<file path="config.mk">
export PLATFORM = sky130hd
export DESIGN_NAME = kpks_datapath
export DESIGN_NICKNAME = d
export VERILOG_FILES = /design/src/kpks_pkg.sv /design/src/kpks_ram.sv /design/src/kpks_datapath.sv
export SDC_FILE = /design/constraint.sdc
export NUM_CORES = 2
export LEC_CHECK = 0
export BUFFER_PORTS_ARGS = -buffer_cell sky130_fd_sc_hd__clkbuf_2
export CAP_MARGIN = 20
export CORE_MARGIN = 4
export CORE_UTILIZATION = 30
export CTS_CLUSTER_DIAMETER = 50
export DETAILED_ROUTE_END_ITERATION = 6
export SLEW_MARGIN = 20
export SYNTH_ARGS = -nofsm -noshare
export SYNTH_HDL_FRONTEND = slang
export SYNTH_SLANG_ARGS = --single-unit
</file>
<file path="constraint.sdc">
create_clock -name clk -period 6.55 [get_ports clk]
set_clock_uncertainty 0.2 [all_clocks]
set_input_delay 1.31 -clock clk [delete_from_list [all_inputs] [get_ports clk]]
set_output_delay 1.31 -clock clk [all_outputs]
set_load 0.05 [all_outputs]
</file>
<file path="src/kpks_pkg.sv">
`timescale 1ns / 1ps
`default_nettype none
package kpks_pkg;

  localparam int MAX_WORDS = 64;
  localparam int ADDR_W    = $clog2(MAX_WORDS);
  localparam int CNT_W     = $clog2(MAX_WORDS + 1);
  localparam int WORD_W    = 32;
  localparam int ROT_W     = 8;
  localparam int MIN_PAIRS = 3;

  typedef struct packed {
    logic [WORD_W-1:0] plain_word;
    logic [WORD_W-1:0] cipher_word;
    logic              last_word;
  } in_item_t;

  typedef struct packed {
    logic              found;
    logic [WORD_W-1:0] key_a;
    logic [WORD_W-1:0] key_b;
    logic              overflow;
  } out_item_t;

  typedef struct packed {
    logic              wr_en;
    logic [ADDR_W-1:0] wr_addr;
    logic              rd_en;
    logic [ADDR_W-1:0] rd_addr;
    logic [ROT_W-1:0]  rot;
    logic              calc_d;
    logic              load_trial;
    logic              mix1;
    logic              mix2;
    logic              take_best;
    logic              clr_best;
    logic              emit;
    logic              overflow;
  } ctrl_cmd_t;

  typedef struct packed {
    logic d_match;
    logic pair_match;
  } ctrl_stat_t;

  function automatic logic [WORD_W-1:0] rotl32(input logic [WORD_W-1:0] x,
                                               input logic [4:0] n);
    logic [2*WORD_W-1:0] dbl;
    dbl = {x, x} << n;
    return dbl[2*WORD_W-1:WORD_W];
  endfunction

  function automatic logic [WORD_W-1:0] rotr32(input logic [WORD_W-1:0] x,
                                               input logic [4:0] n);
    logic [2*WORD_W-1:0] dbl;
    dbl = {x, x} >> n;
    return dbl[WORD_W-1:0];
  endfunction

endpackage
`default_nettype wire

</file>
<file path="src/kpks_ram.sv">
`timescale 1ns / 1ps
`default_nettype none
module kpks_ram #(
  parameter int WIDTH = 64,
  parameter int DEPTH = 64
) (
  input  logic                     clk,
  input  logic                     wr_en,
  input  logic [$clog2(DEPTH)-1:0] wr_addr,
  input  logic [WIDTH-1:0]         wr_data,
  input  logic                     rd_en,
  input  logic [$clog2(DEPTH)-1:0] rd_addr,
  output logic [WIDTH-1:0]         rd_data
);

  logic [WIDTH-1:0] mem [DEPTH];
  logic [WIDTH-1:0] rd_data_r;

  always_ff @(posedge clk) begin
    if (wr_en) begin
      mem[wr_addr] <= wr_data;
    end
    if (rd_en) begin
      rd_data_r <= mem[rd_addr];
    end
  end

  assign rd_data = rd_data_r;

endmodule
`default_nettype wire

</file>
<file path="src/kpks_datapath.sv">
`timescale 1ns / 1ps
`default_nettype none
module kpks_datapath import kpks_pkg::*; (
  input  logic       clk,
  input  logic       rst_n,
  input  ctrl_cmd_t  cmd,
  input  in_item_t   in_item,
  output ctrl_stat_t stat,
  output out_item_t  out_item
);

  logic [2*WORD_W-1:0] rd_data;
  logic [WORD_W-1:0]   rd_plain;
  logic [WORD_W-1:0]   rd_cipher;

  logic [WORD_W-1:0] a1_r;
  logic [WORD_W-1:0] a3_r;
  logic [WORD_W-1:0] d_r;
  logic [WORD_W-1:0] a_r;
  logic [WORD_W-1:0] b_r;
  logic [WORD_W-1:0] ah_r;
  logic [WORD_W-1:0] bh_r;
  logic [WORD_W-1:0] trial_b_r;
  logic [WORD_W-1:0] best_b_r;
  logic              best_valid_r;
  out_item_t         out_item_r;

  logic [WORD_W-1:0] bh_nxt;
  logic [WORD_W-1:0] a_mix_nxt;
  logic [WORD_W-1:0] trial_nxt;

  kpks_ram #(
    .WIDTH(2 * WORD_W),
    .DEPTH(MAX_WORDS)
  ) u_store (
    .clk     (clk),
    .wr_en   (cmd.wr_en),
    .wr_addr (cmd.wr_addr),
    .wr_data ({in_item.plain_word, in_item.cipher_word}),
    .rd_en   (cmd.rd_en),
    .rd_addr (cmd.rd_addr),
    .rd_data (rd_data)
  );

  assign rd_plain  = rd_data[2*WORD_W-1:WORD_W];
  assign rd_cipher = rd_data[WORD_W-1:0];

  // One keystream step is split into a mix1 and a mix2 step: rotate and xor,
  // then rotate and add.
  assign bh_nxt    = rotl32(b_r, a_r[4:0]);
  assign a_mix_nxt = rotr32(ah_r, bh_r[12:8]);
  assign trial_nxt = rotr32(d_r, a1_r[4:0]);

  assign stat.d_match    = (d_r[15:8] == cmd.rot);
  assign stat.pair_match = ((rd_plain ^ a_r) == rd_cipher);

  always_ff @(posedge clk) begin
    if (cmd.wr_en && (cmd.wr_addr == ADDR_W'(0))) begin
      a1_r <= in_item.plain_word ^ in_item.cipher_word;
    end
    if (cmd.wr_en && (cmd.wr_addr == ADDR_W'(1))) begin
      a3_r <= in_item.plain_word ^ in_item.cipher_word;
    end
    if (cmd.calc_d) begin
      d_r <= rotl32(a3_r, cmd.rot[4:0]) ^ a1_r;
    end
    if (cmd.load_trial) begin
      trial_b_r <= trial_nxt;
      b_r       <= trial_nxt;
      a_r       <= a1_r;
    end else if (cmd.mix2) begin
      a_r <= a_mix_nxt;
      b_r <= bh_r + a_mix_nxt;
    end
    if (cmd.mix1) begin
      bh_r <= bh_nxt;
      ah_r <= a_r ^ bh_nxt;
    end
    if (cmd.clr_best) begin
      best_b_r <= '0;
    end else if (cmd.take_best && (!best_valid_r || (trial_b_r < best_b_r))) begin
      best_b_r <= trial_b_r;
    end
    if (cmd.emit) begin
      out_item_r.found    <= best_valid_r;
      out_item_r.key_a    <= best_valid_r ? a1_r : '0;
      out_item_r.key_b    <= best_valid_r ? best_b_r : '0;
      out_item_r.overflow <= cmd.overflow;
    end
  end

  always_ff @(posedge clk) begin
    if (!rst_n) begin
      best_valid_r <= 1'b0;
    end else if (cmd.clr_best) begin
      best_valid_r <= 1'b0;
    end else if (cmd.take_best) begin
      best_valid_r <= 1'b1;
    end
  end

  assign out_item = out_item_r;

endmodule
`default_nettype wire

</file>
# [Word level (Yosys, flattened, before mapping)]
# Memories as Yosys holds them, arrays and structs flattened. A register that Yosys moved wholly into a read port is not among the register bits.
# Cells that the tools add are included.
[word_totals] ramBits=4096 in_bits=97 word_cells=43 output_inout_bits=68 reg_bits=355 memories=1
[op_classes] bitwise_logic=5 order_cmp=1 mux=6 eq_ne=3 shifts=4 n_reduce_logical=8 addsub=1
[memory_table] memory="u_store.mem" depth=64 width=64 read_ports=1 rd_ports_with_merged_regs=1 write_ports=1 line_no="kpks_ram.sv:16" source="logic [WIDTH-1:0] mem [DEPTH];"
[op_table] op="two-way mux 32 bit" n=4
[op_table] op="<< shifter 64 x 5 -> 64 bit" n=2
[op_table] op=">> shifter 64 x 5 -> 32 bit" n=2
[op_table] op="bitwise XOR 32 bit" n=4
[op_table] op="adder 32 bit" n=1
[op_table] op="== test 32 bit" n=1
[op_table] op="< comparator 32 bit" n=1
[op_table] op="== test 8 bit" n=1
[op_table] op="== test 6 x 1 -> 1 bit (second input constant)" n=1
[op_table] op="zero test 6 bit" n=1
[op_table] op="logical AND 1 bit" n=3
[op_table] op="two-way mux 1 bit" n=2
[op_table] op="nonzero test 2 bit" n=1
[op_table] op="OR reduction 2 bit" n=1
[op_table] op="zero test 1 bit" n=1
[op_table] op="logical OR 1 bit" n=1
[op_table] op="inverter 1 bit" n=1

# [Logic depth before layout (Yosys ltp)]
[logic_depth] word_depth=4 depth_mapped=18 ltp_nobuf=16

# [Hierarchy]
# Synthesis repeated with hierarchy kept, for this count alone.
[unflattened] hier_cells=8446 area_unflattened_um2=180156.5
[by_module_without_submodules] module="kpks_ram" instances=1 seq_area_each_um2=124919.8 cells_each=6598 area_per_inst_um2=156989.3
[by_module_without_submodules] module="kpks_datapath" instances=1 seq_area_each_um2=10329.9 cells_each=1848 area_per_inst_um2=23167.2

# [Least setup slack after synthesis]
# No wires, ideal clock.
[synth_timing] path_kind="input port to flip-flop" start="in cmd[26] (netlist bit)" end="mem u_store.mem[48][0] (enable)" slack_ps=-401 setup_time_ps=564 t_required_ps=5786 stages=4 t_arrival_ps=6186 path_buffers=1 path_cell_list="clkbuf_1 -> nor2b_1 -> nand4b_1 -> nor3_1"
[synth_lines] element="start, declared" line_no="kpks_datapath.sv:6" source="input ctrl_cmd_t cmd,"
[synth_lines] element="end, declared" line_no="kpks_ram.sv:16"
# Straight into the memory's write port.

# [Worst setup path after layout]
[layout_timing] start="reg bh_r[8]" end="reg b_r[26] (data pin)"
[layout_via] elab_chain_cells=4
[layout_lines] element="start, declared" line_no="kpks_datapath.sv:22" source="logic [WORD_W-1:0] bh_r;"
[layout_lines] element="start signal, assigned" line_no="kpks_datapath.sv:76" source="bh_r <= bh_nxt;"
[layout_lines] element=">> shifter 64 x 5 -> 32 bit" line_no="kpks_pkg.sv:56" source="dbl = {x, x} >> n;"
[layout_lines] element="adder 32 bit (*)" line_no="kpks_datapath.sv:73" source="b_r <= bh_r + a_mix_nxt;"
[layout_lines] element="two-way mux 32 bit (*)" line_no="kpks_datapath.sv:71" source="end else if (cmd.mix2) begin"
[layout_lines] element="two-way mux 32 bit (*)" line_no="kpks_datapath.sv:67" source="if (cmd.load_trial) begin"
[layout_lines] element="end signal, assigned" line_no="kpks_datapath.sv:69" source="b_r <= trial_nxt;"
[layout_lines] element="end signal, assigned" line_no="kpks_datapath.sv:73"
[layout_lines] element="end, declared" line_no="kpks_datapath.sv:20" source="logic [WORD_W-1:0] b_r;"
# Every way passes the cells marked *; elsewhere a longest branch is shown, timed or not. The select of a mux whose other input is x is not followed.
# A chain may end at the register's enable or synchronous reset.

==> metrics.txt <==
CTS clk-pin slew, worst paths=0.06 ns; pin count of the biggest net entering global routing=127; Initial Utilization=30.08%; fin crit share=87.74%; synthesized flop and latch total=4515; Hold EP=u_store.mem[38][6]$_DFFE_PP_; drt pass-1 iters=5; Seq/Total Area, Yosys=75.22%; Worst Hold Class=in2reg; initial antenna violation count=50; Post-synth EDFFs=4482; area grow syn2layout=15.43%; final instance area=207600 µm²; CTS max path bufs=4; Highest Clock Rate=174.0 MHz; Critical path origin=bh_r[8]$_DFFE_PP_; via count=87780; Ys Warns=0; setup ws final=0.8028 ns; Synth Instances=7751; Worst EP required=7.01 ns; Syn Area/Cell=23.20 µm²; cts bufs inserted=444; Post-CTS Hold Buffers=0; synth unique cells=51; Rows=284; setup violators final=0; fillers=54710; PnR Total Power=71.32 mW; post_cts resized=0; dpl hpwl=304700 µm; worst flop-to-flop path startpoint=bh_r[8]$_DFFE_PP_; synth top area cells=edfxtp_1 (75%), mux4_2 (19%), mux2i_1 (1.3%), clkbuf_1 (0.66%), mux2_2 (0.59%); Final nets=8439; maxcap violations=0; worst slew pin tran=1.200 ns; vias in the first global route=87590; Total GRT Usage=16.40%; Synth area leader=edfxtp_1; port bufs=163; fin util=34.73%; Pwr Density=343.6 nW/µm²; antenna-violating nets left=0; worst reg2reg endpoint=b_r[26]$_DFFE_PP_; startpoint types=register; Min-Delay Path Depth=1; Post-CTS Setup Inserts=0; Cell Area, Placed=193000 µm²; Hold Startpoint=in_item[7]; Slew Viols, Final=0; Die W=782.2 µm; GPL Wtd Cong=0.8438; GR Util met3=3.784%; met1 usage=22.44%; I/O pins=165; crit-path max FO=37; TritonCTS clock tree=yes; Synth Net Count=7911; Crit Path Category=reg2reg; max_slew headroom=20.03%; WL final=517600 µm; RSZ-0062 raised after global routing=no; layout cell share with drive strength beyond 1=32.29%; cell area after synthesis=179800 µm²; setup TNS=0 ns; Root Driver=clkbuf_16; full die area=611800 µm²; vias per inst=5.262; total global routing overflow=0; status=finished, final reports clean; htree depth=5; DRC Markers=0; Crit. End Element=register; WL per Instance=31.03 µm; Most Crowded Layer GR=met2; Worst EP arrival=6.20 ns; core area=597700 µm²; Reg2Reg Setup Slack=0.80 ns; met2 usage in global routing=26.28%; Yosys top cell area share=74.85%; Static Leak=64.48 nW; Worst Reg-to-Reg Cells=16; global-route wire length before repair=710800 µm; CTS sink cnt=4515; Iter 0 DRT Violations=11870; Die Y=782.2 µm; asr flop ratio synth=0%; final hold viol count=0; worst vdd ir=0.3488 mV; Clock Latency Late Sink=1.06 ns; Tmin final=5.747 ns; dpl ws=0.7720 ns; ys flop type=edfxtp_1
[final cells by class]
type / instances / area [µm²] / area share (%)
Tap cell: 8008 / 10020 / 4.827
Sequential cell: 4515 / 135300 / 65.16
Timing Repair Buffer: 501 / 4330 / 2.086
Multi-Input combinational cell: 2773 / 43310 / 20.87
Clock inverter: 290 / 2902 / 1.398
Inverter: 44 / 165.2 / 0.07957
Clock buffer: 531 / 11530 / 5.556
Antenna cell: 18 / 45.04 / 0.02170
[Yosys cell counts (3+ instances only)]
cell type	instances
inv_2	3
inv_1	41
mux2_2	94
buf_2	43
nor4_1	8
buf_1	58
a31oi_1	5
nand4_1	14
nor2b_1	8
xor2_1	106
a211oi_1	4
xnor2_1	89
nand2_1	206
clkbuf_1	318
o31ai_1	3
or3_1	3
mux2i_1	231
ha_1	62
nor2_1	119
nand3_1	10
o21bai_1	8
o21ai_0	135
edfxtp_1	4482
and2_1	64
and4_1	3
mux4_2	1484
a21oi_1	37
nor3_1	6
a21o_1	25
o211ai_1	5
dfxtp_1	33
o21ai_1	8
nand2b_1	11
[where the power goes]
group          total [mW]  switching [mW]  internal, mW
sequential           33.6           0.641          33.0
clock                25.2            11.2          14.1
combinational        12.5            7.59          4.89
[flip-flops by register name, indices dropped and copies added, names as in the netlist]
| signal | cells |
|---|---|
| a1_r | 32 |
| a3_r | 32 |
| a_r | 32 |
| ah_r | 32 |
| b_r | 32 |
| best_b_r | 32 |
| best_valid_r | 1 |
| bh_r | 32 |
| d_r | 32 |
| out_item | 66 |
| trial_b_r | 32 |
| u_store.mem | 4096 |
| u_store.rd_data | 64 |
[cells by family (layout without fill, tap and decap cells)]
kind of cell,count (synthesis),in the layout,share of synthesized area (%)
flip-flops,4515,4515,75.22
multiplexers,1809,1809,20.46
buffers and inverters,463,1366,0.9965
AND/OR/NAND/NOR,462,462,1.153
AO/OA/AOI/OAI,244,244,0.7773
XOR/XNOR,195,195,0.9498
adder cells (fa/ha/maj),63,63,0.4426
other,0,18,0
[how the worst max path moves through the flow]
stage / endpoint / cells after the start / slack [ns]
after global routing: b_r[28]$_DFFE_PP_ / 16 / 0.44
final: b_r[26]$_DFFE_PP_ / 16 / 0.80
after CTS: stat[0] / 6 / 0.66
after detailed placement: b_r[28]$_DFFE_PP_ / 16 / 0.77
after global placement: b_r[28]$_DFFE_PP_ / 16 / 0.68
after floorplan: u_store.mem[0][0]$_DFFE_PP_ / 4 / 1.14
[per-layer routing]
layer  up-vias  routed length (µm)
li1      34230                   -
met1     48150              206100
met2      4528              246200
met3       836               49920
met4        32               14930
met5         -                 501
[worst max-delay path, cell delays in order (launching register included)]
cell and delay (ns):
edfxtp_1 0.38, buf_12 0.28, mux4_2 0.59, mux2_2 0.30
o21ai_0 0.28, mux2i_1 0.22, ha_1 0.27, fa_1 0.44
a21oi_1 0.24, o221ai_1 0.28, a211oi_1 0.57, o22ai_1 0.24
o211ai_1 0.46, a21oi_1 0.14, a21oi_1 0.25, xnor2_1 0.18
o21ai_0 0.10
[cells in the final DEF, fill, tap and decap left out, types with 88 or more instances in the layout]
cell and n:
edfxtp_1 4482, mux4_2 1484, clkbuf_16 447, buf_4 270
mux2i_1 231, nand2_1 206, clkbuf_2 149, o21ai_0 135
xor2_1 103, clkinv_1 102, mux2_2 94, xnor2_1 88
[stage by stage]
stage	cells	hold slack, ns
2_1_floorplan	7751	0.2696
3_3_place_gp	15840	0.3004
3_5_place_dp	15840	0.3061
4_1_cts	16660	0.2396
5_1_grt	16670	0.2552
6_report	16680	0.3101
No activity file was read; power rests on OpenSTA's default activity.
