<file path="src/kpks_pkg.sv">
`timescale 1ns / 1ps
`default_nettype none
package kpks_pkg;

  localparam int MAX_WORDS = 64;
  localparam int ADDR_W    = $clog2(MAX_WORDS);
  localparam int CNT_W     = $clog2(MAX_WORDS + 1);
  localparam int WORD_W    = 32;
  localparam int ROT_W     = 8;
  localparam int MIN_PAIRS = 3;

  typedef struct packed {
    logic [WORD_W-1:0] plain_word;
    logic [WORD_W-1:0] cipher_word;
    logic              last_word;
  } in_item_t;

  typedef struct packed {
    logic              found;
    logic [WORD_W-1:0] key_a;
    logic [WORD_W-1:0] key_b;
    logic              overflow;
  } out_item_t;

  typedef struct packed {
    logic              wr_en;
    logic [ADDR_W-1:0] wr_addr;
    logic              rd_en;
    logic [ADDR_W-1:0] rd_addr;
    logic [ROT_W-1:0]  rot;
    logic              calc_d;
    logic              load_trial;
    logic              mix1;
    logic              mix2;
    logic              take_best;
    logic              clr_best;
    logic              emit;
    logic              overflow;
  } ctrl_cmd_t;

  typedef struct packed {
    logic d_match;
    logic pair_match;
  } ctrl_stat_t;

  function automatic logic [WORD_W-1:0] rotl32(input logic [WORD_W-1:0] x,
                                               input logic [4:0] n);
    logic [2*WORD_W-1:0] dbl;
    dbl = {x, x} << n;
    return dbl[2*WORD_W-1:WORD_W];
  endfunction

  function automatic logic [WORD_W-1:0] rotr32(input logic [WORD_W-1:0] x,
                                               input logic [4:0] n);
    logic [2*WORD_W-1:0] dbl;
    dbl = {x, x} >> n;
    return dbl[WORD_W-1:0];
  endfunction

endpackage
`default_nettype wire

</file>
<file path="src/kpks_ctrl.sv">
`timescale 1ns / 1ps
`default_nettype none
module kpks_ctrl import kpks_pkg::*; (
  input  logic       clk,
  input  logic       rst_n,
  input  logic       in_valid,
  input  logic       last_word,
  output logic       in_stall,
  output logic       out_valid,
  input  logic       out_stall,
  input  ctrl_stat_t stat,
  output ctrl_cmd_t  cmd
);

  localparam logic [2:0] ST_IDLE = 3'd0;
  localparam logic [2:0] ST_CAND = 3'd1;
  localparam logic [2:0] ST_TEST = 3'd2;
  localparam logic [2:0] ST_CHK  = 3'd3;
  localparam logic [2:0] ST_MIX  = 3'd4;
  localparam logic [2:0] ST_EMIT = 3'd5;

  logic [2:0]        state_r, state_nxt;
  logic [ROT_W-1:0]  rot_r, rot_nxt;
  logic [ADDR_W-1:0] k_r, k_nxt;
  logic [CNT_W-1:0]  count_r, count_nxt;
  logic              dropped_r, dropped_nxt;
  logic              out_valid_r, out_valid_nxt;

  logic             full;
  logic             k_last;
  logic [CNT_W-1:0] count_after;

  assign full        = (count_r == CNT_W'(MAX_WORDS));
  assign count_after = full ? count_r : count_r + CNT_W'(1);
  assign k_last      = ((CNT_W'(k_r) + CNT_W'(1)) == count_r);

  always_comb begin
    state_nxt     = state_r;
    rot_nxt       = rot_r;
    k_nxt         = k_r;
    count_nxt     = count_r;
    dropped_nxt   = dropped_r;
    out_valid_nxt = out_valid_r && out_stall;
    in_stall      = 1'b1;
    cmd           = '0;
    cmd.rot       = rot_r;
    cmd.wr_addr   = count_r[ADDR_W-1:0];
    cmd.rd_addr   = k_r;
    cmd.overflow  = dropped_r;

    unique case (state_r)
      ST_IDLE: begin
        in_stall = 1'b0;
        if (in_valid) begin
          if (!full) begin
            cmd.wr_en = 1'b1;
            count_nxt = count_after;
          end else begin
            dropped_nxt = 1'b1;
          end
          if (last_word) begin
            cmd.clr_best = 1'b1;
            rot_nxt      = '0;
            state_nxt    = (count_after >= CNT_W'(MIN_PAIRS)) ? ST_CAND : ST_EMIT;
          end
        end
      end
      ST_CAND: begin
        cmd.calc_d = 1'b1;
        state_nxt  = ST_TEST;
      end
      ST_TEST: begin
        if (stat.d_match) begin
          // Start the replay: fetch the first pair while the trial key loads.
          cmd.load_trial = 1'b1;
          cmd.rd_en      = 1'b1;
          cmd.rd_addr    = '0;
          k_nxt          = '0;
          state_nxt      = ST_CHK;
        end else if (rot_r == '1) begin
          state_nxt = ST_EMIT;
        end else begin
          rot_nxt   = rot_r + ROT_W'(1);
          state_nxt = ST_CAND;
        end
      end
      ST_CHK: begin
        if (stat.pair_match && !k_last) begin
          cmd.mix1    = 1'b1;
          cmd.rd_en   = 1'b1;
          cmd.rd_addr = k_r + ADDR_W'(1);
          k_nxt       = k_r + ADDR_W'(1);
          state_nxt   = ST_MIX;
        end else begin
          cmd.take_best = stat.pair_match;
          if (rot_r == '1) begin
            state_nxt = ST_EMIT;
          end else begin
            rot_nxt   = rot_r + ROT_W'(1);
            state_nxt = ST_CAND;
          end
        end
      end
      ST_MIX: begin
        cmd.mix2  = 1'b1;
        state_nxt = ST_CHK;
      end
      ST_EMIT: begin
        if (!out_valid_r || !out_stall) begin
          cmd.emit      = 1'b1;
          out_valid_nxt = 1'b1;
          count_nxt     = '0;
          dropped_nxt   = 1'b0;
          state_nxt     = ST_IDLE;
        end
      end
      default: begin
        state_nxt = ST_IDLE;
      end
    endcase
  end

  always_ff @(posedge clk) begin
    if (!rst_n) begin
      state_r     <= ST_IDLE;
      rot_r       <= '0;
      k_r         <= '0;
      count_r     <= '0;
      dropped_r   <= 1'b0;
      out_valid_r <= 1'b0;
    end else begin
      state_r     <= state_nxt;
      rot_r       <= rot_nxt;
      k_r         <= k_nxt;
      count_r     <= count_nxt;
      dropped_r   <= dropped_nxt;
      out_valid_r <= out_valid_nxt;
    end
  end

  assign out_valid = out_valid_r;

endmodule
`default_nettype wire

</file>
<file path="config.mk">
export PLATFORM = sky130hd
export DESIGN_NAME = kpks_ctrl
export DESIGN_NICKNAME = d
export VERILOG_FILES = /design/src/kpks_pkg.sv /design/src/kpks_ctrl.sv
export SDC_FILE = /design/constraint.sdc
export NUM_CORES = 1
export LEC_CHECK = 0
export BUFFER_PORTS_ARGS = -buffer_cell sky130_fd_sc_hd__buf_4
export CORE_AREA = 2 2 72 74
export DETAILED_ROUTE_END_ITERATION = 10
export DIE_AREA = 0 0 74 76
export HOLD_SLACK_MARGIN = 0.02
export PLACE_DENSITY = 0.66
export SETUP_SLACK_MARGIN = 0.4
export SLEW_MARGIN = 20
export SYNTH_ARGS = -nofsm -noshare
export SYNTH_HDL_FRONTEND = slang
export SYNTH_SLANG_ARGS = --single-unit
</file>
<file path="constraint.sdc">
create_clock -name clk -period 3.43 [get_ports clk]
set_input_delay 0.686 -clock clk [delete_from_list [all_inputs] [get_ports clk]]
set_output_delay 0.686 -clock clk [all_outputs]
set_load 0.02 [all_outputs]
</file>
======== Word level (Yosys, flattened, before mapping) ========
Cells that the tools add are included.
word-level totals
  bits of input ports ..................... 7
  logic and storage cells ................. 91
  register bits after elaboration ......... 26
cells by class
  multiplexer cells ....................... 48
  add/subtract/negate cells ............... 4
  order comparisons ....................... 1
  reduce and logical (&&, ||, !) cells .... 15
  equal/unequal tests ..................... 17
operators by type and width
  operator               count
  $mux W7                6
  $mux W8                5
  $pmux W7 S2            2
  $pmux W8 S3            1
  $mux W1                22
  $mux W3                7
  $ne A2 B2 Y1 const B   9
  $pmux W3 S6            1
  $mux W6                2
  $pmux W6 S2            1
  $add A8 B1 Y8 const B  1
  $eq A8 B8 Y1 const B   1
  $reduce_and A4 Y1      2
  $add A6 B1 Y7 const B  1
  $add A7 B1 Y7 const B  1
  $eq A7 B7 Y1           1
  $eq A7 B7 Y1 const B   1
  $ge A7 B2 Y1 const B   1
  $add A6 B1 Y6 const B  1
  $eq A3 B2 Y1 const B   2
  $eq A3 B3 Y1 const B   2
  $reduce_and A3 Y1      2
  $reduce_and A5 Y1      1
  $reduce_bool A2 Y1     2
  other kinds (7)        10

======== Depth between registers and ports, before layout ========
Gate-level depths: netlist (run 1).
  word-level depth ........................ 7
  mapped depth ............................ 10
  mapped depth without buffers ............ 9

======== Worst setup path after synthesis (run 1) ========
Ideal clock, no wire load.
  path type ............................... register to output
  start ................................... register k_r[0]
  end ..................................... output cmd[18] in the netlist's numbering
  cell stages (with the launch flop) ...... 8
  data required time ...................... 2.744 ns
  setup slack ............................. 0.646 ns
  buffers on the path ..................... 0
  arrival time ............................ 2.098 ns
  cell sequence ........................... dfxtp_1 -> ha_1 -> and3b_1 -> or3_4 -> a21oi_4 -> nor3_1 -> or4b_4 -> nand3_1
RTL lines
  element                   line              text
  start: declaration        kpks_ctrl.sv:24   logic [ADDR_W-1:0] k_r, k_nxt;
  start signal: assignment  kpks_ctrl.sv:134  k_r <= k_nxt;
  end: declaration          kpks_ctrl.sv:12   output ctrl_cmd_t cmd

==> flow_summary.toml, run 1 <==
[status]
status = "complete, no violations"

[clock_tree]
clockRootBuffer = "clkbuf_8"
clk_latency_ns = 0.28
numCtsBuffers = 3
clk_pin_slew_ns = 0.09
cts.path.max_buffers = 2
htree_levels = 1
cts_sinks = 26
cts_tree = "done"

[min_path]
hold_path_startpoint = "rot_r[1]"
min_to = "rot_r[1]"
hold_path_depth = 2
min_path_type = "reg2reg"

[critical_path]
r2r_slack_ns = 1.01
cp_max_fo = 7
crit_chain = "ha_4 > xor2_2 > a211oi_2 > o2111ai_2 > o31ai_2 > buf_4 > buf_4 > nand3_2 > nand2_2 > buf_6"
crit_type = "reg2out"
cp_num_buf_inv = 3
start_kind = "flop"
cp_common_cell = "buf_4"
crit_slowest_cell = "dfxtp_4"
critical_path.top_delay_family = "compound AO/OA/AOI/OAI gates"
rr_startpoint = "k_r[0]"
endpoint_kind = "output pin"
r2r_end = "rot_r[2]"
reg2reg_depth = 9
crit_required_ns = 2.74
critPathMaxStageDelay_ns = 0.36
crit_arrival_ns = 2.34

[grt]
grt_pass1_wl_um = 7930
antenna_found_initial = 0
overflow = 0
track_usage_pct = 17.2
grt_pass1_vias = 1779
grt_max_degree = 17

[floorplan]
ios = 39
start_util_pct = 38.0
dieArea_sq_um = 5620
core_area_sq_um = 4910
die_w_um = 74
rows = 26
die_h_um = 76

[final_layout]
n_fill_cell = 498
area_growth_pct = 26.7
nets = 295
drive_above_1_share_pct = 30.5
fin_cells = 352
antennaDiodeCount = 0

[sta]
clock.fmax_mhz = 331
worst_pin_slew_ns = 0.455
fin_crit_ns = 3.03
relSlewSlack_pct = 69.7
fin_setup_tns_ns = 0
rsz0062_at_grt = "yes"
final_max_slew_viol_count = 0
hold_viol = 0
fin_crit_sh_pct = 88.2
finalSetupViolCount = 0
finClkSkew_ns = 0.0113

[route]
via_per_inst = 5.32
first_pass_iters = 4
wirelength_um = 4710
vias = 1871
antenna_left = 0
drc_errors = 0
drtIter0Drc = 101
wl_per_cell_um = 13.4

[power_and_ir_drop]
power_density_nw_per_um2 = 480
leakagePower_nw = 1.01
vdd_ir_drop_max_v = 0.000377
p_total_mw = 1.14

[synth]
synth_cells = 249
synth-async-reset-ratio_pct = 0
synth_seq_cells = 26
yosys-top-cells-count = "26 x dfxtp_1, 23 x nand2_1, 21 x a21oi_1, 21 x nor2_1, 16 x nand3_1"
synth_area_leaders = "dfxtp_1 28%, a21oi_1 5.6%, nand2_1 4.6%"
synthesis.area_sq_um = 1860
synth-edff-count = 0
synth_nets = 261
synth_top_area_share_pct = 27.9
ys.flop_type = "dfxtp_1"
ys_types = 52
syn_area_per_cell_sq_um = 7.49
yosys.area.top_type = "dfxtp_1"
synth-seq-area-share_pct = 27.9
yosysWarnings = 0
synth.most_common_cell = "dfxtp_1"

[flow_run]
drv_cap = 0

[placed_design]
port_buffers = 38
place_inst = 342
routabilityCongestion = 0.842
dp_hpwl_um = 3400
[area by class of cell]
class	count	area, sq um	share of cell area, %
tap	70	87.6	3.71
inverter	12	47.5	2.01
sequential	26	532	22.5
clock buffer	4	55.1	2.33
timing repair buffer	48	379	16.0
multi-input combinational	192	1260	53.4
[worst max-delay path by stage]
| stage | end | start | depth (start not counted) |
|---|---|---|---|
| 6_report | cmd[16] | k_r[0] | 10 |
| 4_1_cts | cmd[21] | k_r[0] | 9 |
| 5_1_grt | cmd[16] | k_r[0] | 10 |
| 3_5_place_dp | cmd[22] | k_r[0] | 10 |
| 3_3_place_gp | cmd[18] | k_r[0] | 8 |
| 2_1_floorplan | cmd[18] | k_r[0] | 7 |
[tightest hold or removal path, cell delays in order, from the launching register on]
cell	delay (ns)
dfxtp_1	0.34
nand2_1	0.06
mux2i_1	0.05
[cell families after synthesis]
logic type,Yosys count,synth area share [%]
muxes,4,2.28
DFF,26,27.9
and+or+nand+nor,115,32.3
adders and majority gates,5,3.36
AOI/OAI and AO/OA,61,22.3
buffers and inverters,31,8.52
xor gates and xnor gates,7,3.29
[metal layers]
layer	GRT usage, %	part of all wire [%]	vias to the layer above
li1	-	-	941
met1	22.2	44	884
met2	29.6	52	40
met3	1.85	3.5	6
met4	4.73	1.3	0
met5	0	0	-
[cell usage in the layout, fill, tap and decap left out, types with 7 or more instances in the layout]
cell     Yosys  layout
dfxtp_1     26      21
a21oi_1     21      20
buf_4        8      43
o21ai_0     10       9
inv_1        9       9
nor2_1      21      20
nand2_1     23      21
or3_1        7       7
nor2b_1      7       7
nand3_1     16      13
[metrics by stage]
stage / util, % / hold slack, ns / setup slack (ns) / cell area, sq um
after floorplan: - / 0.487 / 0.646 / 1860
after global placement: 43.8 / 0.489 / 0.477 / 2150
after detailed placement: 43.8 / 0.488 / 0.447 / 2150
after CTS: 46.6 / 0.507 / 0.400 / 2290
after global routing: 48.1 / 0.546 / 0.239 / 2360
final: 48.1 / 0.497 / 0.404 / 2360
[what timing repair did]
action	in CTS	in global routing
setup endpoints to repair	8	7
pin swaps	3	9
hold buffers	0	0
endpoints found under the hold margin	0	0
resized for setup	15	15
buffers inserted	4	2
[state kept, by name (all words and copies together) (netlist names)]
name and count:
count_r 7, rot_r 8, out_valid 1, k_r 6, state_r 3, dropped_r 1
[power by group]
part / total (mW) / switching (mW) / internal, mW / leakage, nW
clock: 0.204 / 0.102 / 0.103 / 0.0288
combinational: 0.546 / 0.313 / 0.233 / 0.764
sequential: 0.384 / 0.0550 / 0.329 / 0.213
total: 1.14 / 0.470 / 0.665 / 1.01
Note: power is estimated with default switching activity, not from simulation.
==> run 2: changes to the inputs <==
Settings changed: CORE_AREA 2 2 72 74 to 4 4 74 76, DIE_AREA 0 0 74 76 to 0 0 78 80.
==> run 2 against run 1 <==
  * Clock skew fell by 0.0068 ns
  * Clock-buffer cell count did not move
  * Utilization rose by 3.4 points
  * Flip-flop and latch count did not move
  * Largest cell class unchanged
  * Highest routed layer unchanged
  * Clock power barely moved
  * Setup slack improved by 0.012 ns
  * Critical path type unchanged
  * Critical path depth fell by 1
  * Register-to-register slack improved by 0.06 ns
  * Via count rose by 1.7%
  * Sequential share of layout area fell by 0.59 points
  * Combinational power rose by 5.5%
  * Worst hold slack improved by 0.0097 ns
==> flow_summary.toml, run 2 (same netlist as run 1, synthesis figures left out) <==
[route]
antenna_left = 0
wirelength_um = 5110
wl_met3_um = 250
drc_errors = 0
dr.max_layer_used = "met4"
wl_per_cell_um = 14.4
drtIter0Drc = 135
wl_met2_um = 2490
wl_met1_um = 2350
vias = 1902
first_pass_iters = 4
via_per_inst = 5.37

[floorplan]
ios = 39
start_util_pct = 39.5
core_area_sq_um = 4720
dieArea_sq_um = 6240
die_h_um = 80
die_w_um = 78
rows = 25

[final_layout]
regMostFlops = "rot_r"
n_fill_cell = 458
final_common_cell = "buf_4"
drive_above_1_share_pct = 31.4
area_growth_pct = 30.4
reg_top3 = "rot_r (8), count_r (7), k_r (6)"
final_area_sq_um = 2430
nets = 300
antennaDiodeCount = 0
largest_reg_flops = 8
layout_common_cells = "48 x buf_4, 23 x nand2_1, 20 x nor2_1, 20 x a21oi_1, 20 x dfxtp_1"

[critical_path]
crit_required_ns = 2.74
crit_arrival_ns = 2.33
start_kind = "flop"
r2r_slack_ns = 1.07
crit_type = "reg2out"
endpoint_kind = "output pin"
cp_max_fo = 8

[placed_design]
port_buffers = 38
routabilityCongestion = 0.777
dp_hpwl_um = 3450
dpl-instance-area_sq_um = 2140
pre_cts_ws_ns = 0.470

[clock_tree]
clk_pin_slew_ns = 0.10
htree_levels = 1
clk_latency_ns = 0.27
hold_buffers = 0
cts_tree = "done"
clockRootBuffer = "clkbuf_8"
cts_sinks = 26
numCtsBuffers = 3
cts.path.max_buffers = 2

[grt]
antenna_found_initial = 0
grt_max_degree = 17
grt_pass1_vias = 1830
track_usage_pct = 16.4
overflow = 0
grt_pass1_wl_um = 8580

[sta]
relSlewSlack_pct = 69.3
hold_viol = 0
rsz0062_at_grt = "yes"
setup_ws_ns = 0.417
finalSetupViolCount = 0
clock.fmax_mhz = 332
fin_crit_ns = 3.01
final_max_slew_viol_count = 0
finClkSkew_ns = 0.00451
fin_crit_sh_pct = 87.9
fin_setup_tns_ns = 0
worst_pin_slew_ns = 0.460

[power_and_ir_drop]
leakagePower_nw = 1.03
power_density_nw_per_um2 = 480
vdd_ir_drop_max_v = 0.000315

[status]
status = "complete, no violations"

[flow_run]
drv_cap = 0

[min_path]
min_path_type = "reg2reg"
==> run 2: cell count changes in the layout (fill, tap and decap cells not counted), sizes merged <==
cell / change
buf: +5
==> run 2: worst max-delay path, stage by stage (launching register included) <==
cell	delay, ns
dfxtp_4	0.37
ha_4	0.24
xor2_1	0.15
a211oi_2	0.24
o2111ai_4	0.21
o31ai_4	0.25
buf_6	0.16
a21oi_1	0.05
or2_1	0.22
buf_4	0.15
==> run 2: worst paths after layout <==
check / from / to / cells after the start
max: k_r[1] / cmd[20] / 9
min: out_valid / out_valid / 2
max reg2reg: k_r[1] / rot_r[2] / 9
min reg2reg: out_valid / out_valid / 2
==> run 2: report_power, final <==
group / leakage, nW / internal [mW] / switching, mW
Sequential: 0.214 / 0.329 / 0.0541
Combinational: 0.788 / 0.250 / 0.326
Clock: 0.0288 / 0.103 / 0.104
Total: 1.03 / 0.682 / 0.484
==> run 2: timing repair <==
action | CTS | global route
pin swaps | 8 | 5
resized for setup | 18 | 16
endpoints found under the hold margin | 0 | 0
gates cloned | 0 | 0
buffers inserted | 9 | 3
endpoints found under the setup margin | 7 | 7
==> run 2: layer usage <==
metal	GRT usage, %	vias up
met3	3.05	2
met1	21.4	899
met4	3.67	0
li1	-	953
met2	28.1	48
met5	0	-
==> run 2: layout make-up <==
type | instances | area, sq um | share of cell area, %
inverters | 12 | 50.0 | 2.06
well taps | 67 | 83.8 | 3.45
repair buffers | 53 | 417 | 17.1
clock buffers | 4 | 55.1 | 2.26
flip-flops and latches | 26 | 533 | 21.9
multi-input cells | 192 | 1290 | 53.2
==> run 2: through the flow <==
step | util [%] | hold WS, ns | cells | power, mW
4_1_cts | 49.5 | 0.510 | 351 | 1.15
5_1_grt | 51.5 | 0.534 | 354 | 1.26
3_5_place_dp | 45.4 | 0.492 | 338 | 0.917
2_1_floorplan | - | 0.487 | 249 | 0.749
3_3_place_gp | 45.4 | 0.493 | 338 | 0.914
6_report | 51.5 | 0.507 | 354 | 1.17
==> run 3: changes to the inputs <==
Settings changed: CORE_AREA 4 4 74 76 to 4 4 63 88, DIE_AREA 0 0 78 80 to 0 0 67 92.
==> run 3 against run 2 <==
  * Sequential share of layout area about the same
  * Highest routed layer unchanged
  * Utilization down 0.66 points
  * Fmax is 1.5% lower
  * Die area down 1.2%
  * Critical path type unchanged
  * Via count decreased by 0.32%
  * Flip-flop and latch count stayed put
  * Clock skew is 0.0027 ns lower
  * First-iteration DRC count shrank 3.7%
  * Non-clock buffer count shrank 3
==> flow_summary.toml, run 3 (same netlist as run 1, synthesis figures left out) <==
[sta]
fin_crit_ns = 3.06
clock.fmax_mhz = 327
final_max_slew_viol_count = 0
fin_setup_tns_ns = 0
worst_pin_slew_ns = 0.461
fin_crit_sh_pct = 89.2
rsz0062_at_grt = "yes"
hold_viol = 0
relSlewSlack_pct = 69.2
finalSetupViolCount = 0
finClkSkew_ns = 0.00179

[power_and_ir_drop]
p_total_mw = 1.17
vdd_ir_drop_max_v = 0.000248
power_density_nw_per_um2 = 484
leakagePower_nw = 1.02
clockPowerShare_pct = 18.0
p_sw_share_pct = 42.0
p_comb_share_pct = 49.3
seqPwrFrac_pct = 32.7
internal-power_mw = 0.680
power_switching_mw = 0.492

[route]
via_per_inst = 5.45
wirelength_um = 5010
wl_met2_um = 2490
vias = 1896
wl_per_cell_um = 14.4
drtIter0Drc = 130
antenna_left = 0
first_pass_iters = 4
dr.max_layer_used = "met4"
wl_met3_um = 282
wl_met1_um = 2160
drc_errors = 0

[clock_tree]
clk_latency_ns = 0.28
cts.path.max_buffers = 2
cts_sinks = 26
clk_pin_slew_ns = 0.10
numCtsBuffers = 3
cts_tree = "done"
clockRootBuffer = "clkbuf_8"
htree_levels = 1
hold_buffers = 0

[grt]
grt_pass1_vias = 1801
antenna_found_initial = 0
overflow = 0
track_usage_pct = 17.0
grt_max_degree = 17
grt_pass1_wl_um = 8460

[critical_path]
cp_common_cell = "buf_6"
cp_max_fo = 7
crit_slowest_cell = "dfxtp_4"
crit_arrival_ns = 2.37
endpoint_kind = "output pin"
crit_chain = "ha_4 > nand4_1 > mux2i_1 > o311ai_4 > o31ai_4 > buf_6 > a21oi_2 > or2_1 > buf_6"
cp_num_buf_inv = 2
critical_path.top_delay_family = "compound AO/OA/AOI/OAI gates"
crit_path_start = "k_r[0]"
reg2reg_depth = 10
rr_startpoint = "k_r[0]"
critPathMaxStageDelay_ns = 0.37
cp.depth = 9
endpoint = "cmd[20]"
start_kind = "flop"
crit_type = "reg2out"
crit_required_ns = 2.74
r2r_slack_ns = 0.88
r2r_end = "rot_r[2]"

[final_layout]
n_fill_cell = 476
regMostFlops = "rot_r"
largest_reg_flops = 8
multi_input_area_sq_um = 1300
antennaDiodeCount = 0
seq_area_sq_um = 532
drive_above_1_share_pct = 31.3
area_growth_pct = 29.9
final_common_cell = "buf_4"
nets = 297
reg_top3 = "rot_r (8), count_r (7), k_r (6)"
layout_common_cells = "42 x buf_4, 22 x nand2_1, 21 x dfxtp_1"

[min_path]
min_path_type = "reg2reg"
hold_path_depth = 2
hold_path_startpoint = "rot_r[1]"

[placed_design]
routabilityCongestion = 0.779
dp_hpwl_um = 3500
port_buffers = 38

[floorplan]
rows = 30
die_w_um = 67
dieArea_sq_um = 6160
die_h_um = 92
start_util_pct = 39.1
core_area_sq_um = 4770
ios = 39

[flow_run]
drv_cap = 0

[status]
status = "complete, no violations"
[run 3: cell count changes in the layout (fill, tap and decap cells not counted), sizes merged]
| cell | change |
|---|---|
| buf | -3 |
[run 3: how the worst min path moves through the flow]
stage	slack [ns]	end
floorplan	0.49	dropped_r
global placement	0.49	rot_r[0]
finish	0.51	rot_r[1]
detailed placement	0.49	rot_r[1]
CTS	0.51	rot_r[1]
global route	0.54	rot_r[2]
[run 3: through the flow]
stage / util (%) / instances / cell area (sq um) / hold WS [ns] / setup WS [ns]
global route: 50.8 / 348 / 2420 / 0.539 / 0.250
detailed placement: 44.9 / 335 / 2140 / 0.491 / 0.474
global placement: 44.9 / 335 / 2140 / 0.490 / 0.499
CTS: 48.6 / 347 / 2320 / 0.512 / 0.352
finish: 50.8 / 348 / 2420 / 0.506 / 0.369
floorplan: - / 249 / 1860 / 0.487 / 0.646
[run 3: cell type report]
type                            count  share of cell area (%)
Multi-Input combinational cell    192                    53.7
Sequential cell                    26                    22.0
Timing Repair Buffer               50                    16.7
Tap cell                           64                    3.31
Clock buffer                        4                    2.27
Inverter                           12                    2.07
[run 3: layer usage]
layer  vias to the layer above  GRT usage [%]
li1                        948              -
met1                       887           21.7
met2                        53           28.2
met3                         8           3.55
met4                         0           5.08
met5                         -              0
[run 3: what timing repair did]
| action | in CTS | in global routing |
|---|---|---|
| pin swaps | 7 | 13 |
| endpoints found under the setup margin | 7 | 8 |
| resized for setup | 17 | 22 |
| gates cloned | 0 | 0 |
| setup buffers | 8 | 1 |
[run 3: worst reg2reg max path, stage by stage (launching register included)]
cell and delay [ns]:
dfxtp_4 0.37, ha_4 0.18, nand4_1 0.12, mux2i_1 0.31
o311ai_4 0.20, o31ai_4 0.33, buf_4 0.18, inv_6 0.05
buf_4 0.15, or3_1 0.45, o22ai_1 0.14
[run 3: power by group through the flow]
stage / clock (mW) / combinational, mW / sequential, mW
after detailed placement: 0 / 0.530 / 0.390
final: 0.211 / 0.578 / 0.383
after global routing: 0.233 / 0.634 / 0.391
after CTS: 0.217 / 0.553 / 0.382
after global placement: 0 / 0.527 / 0.389
after floorplan: 0 / 0.384 / 0.365
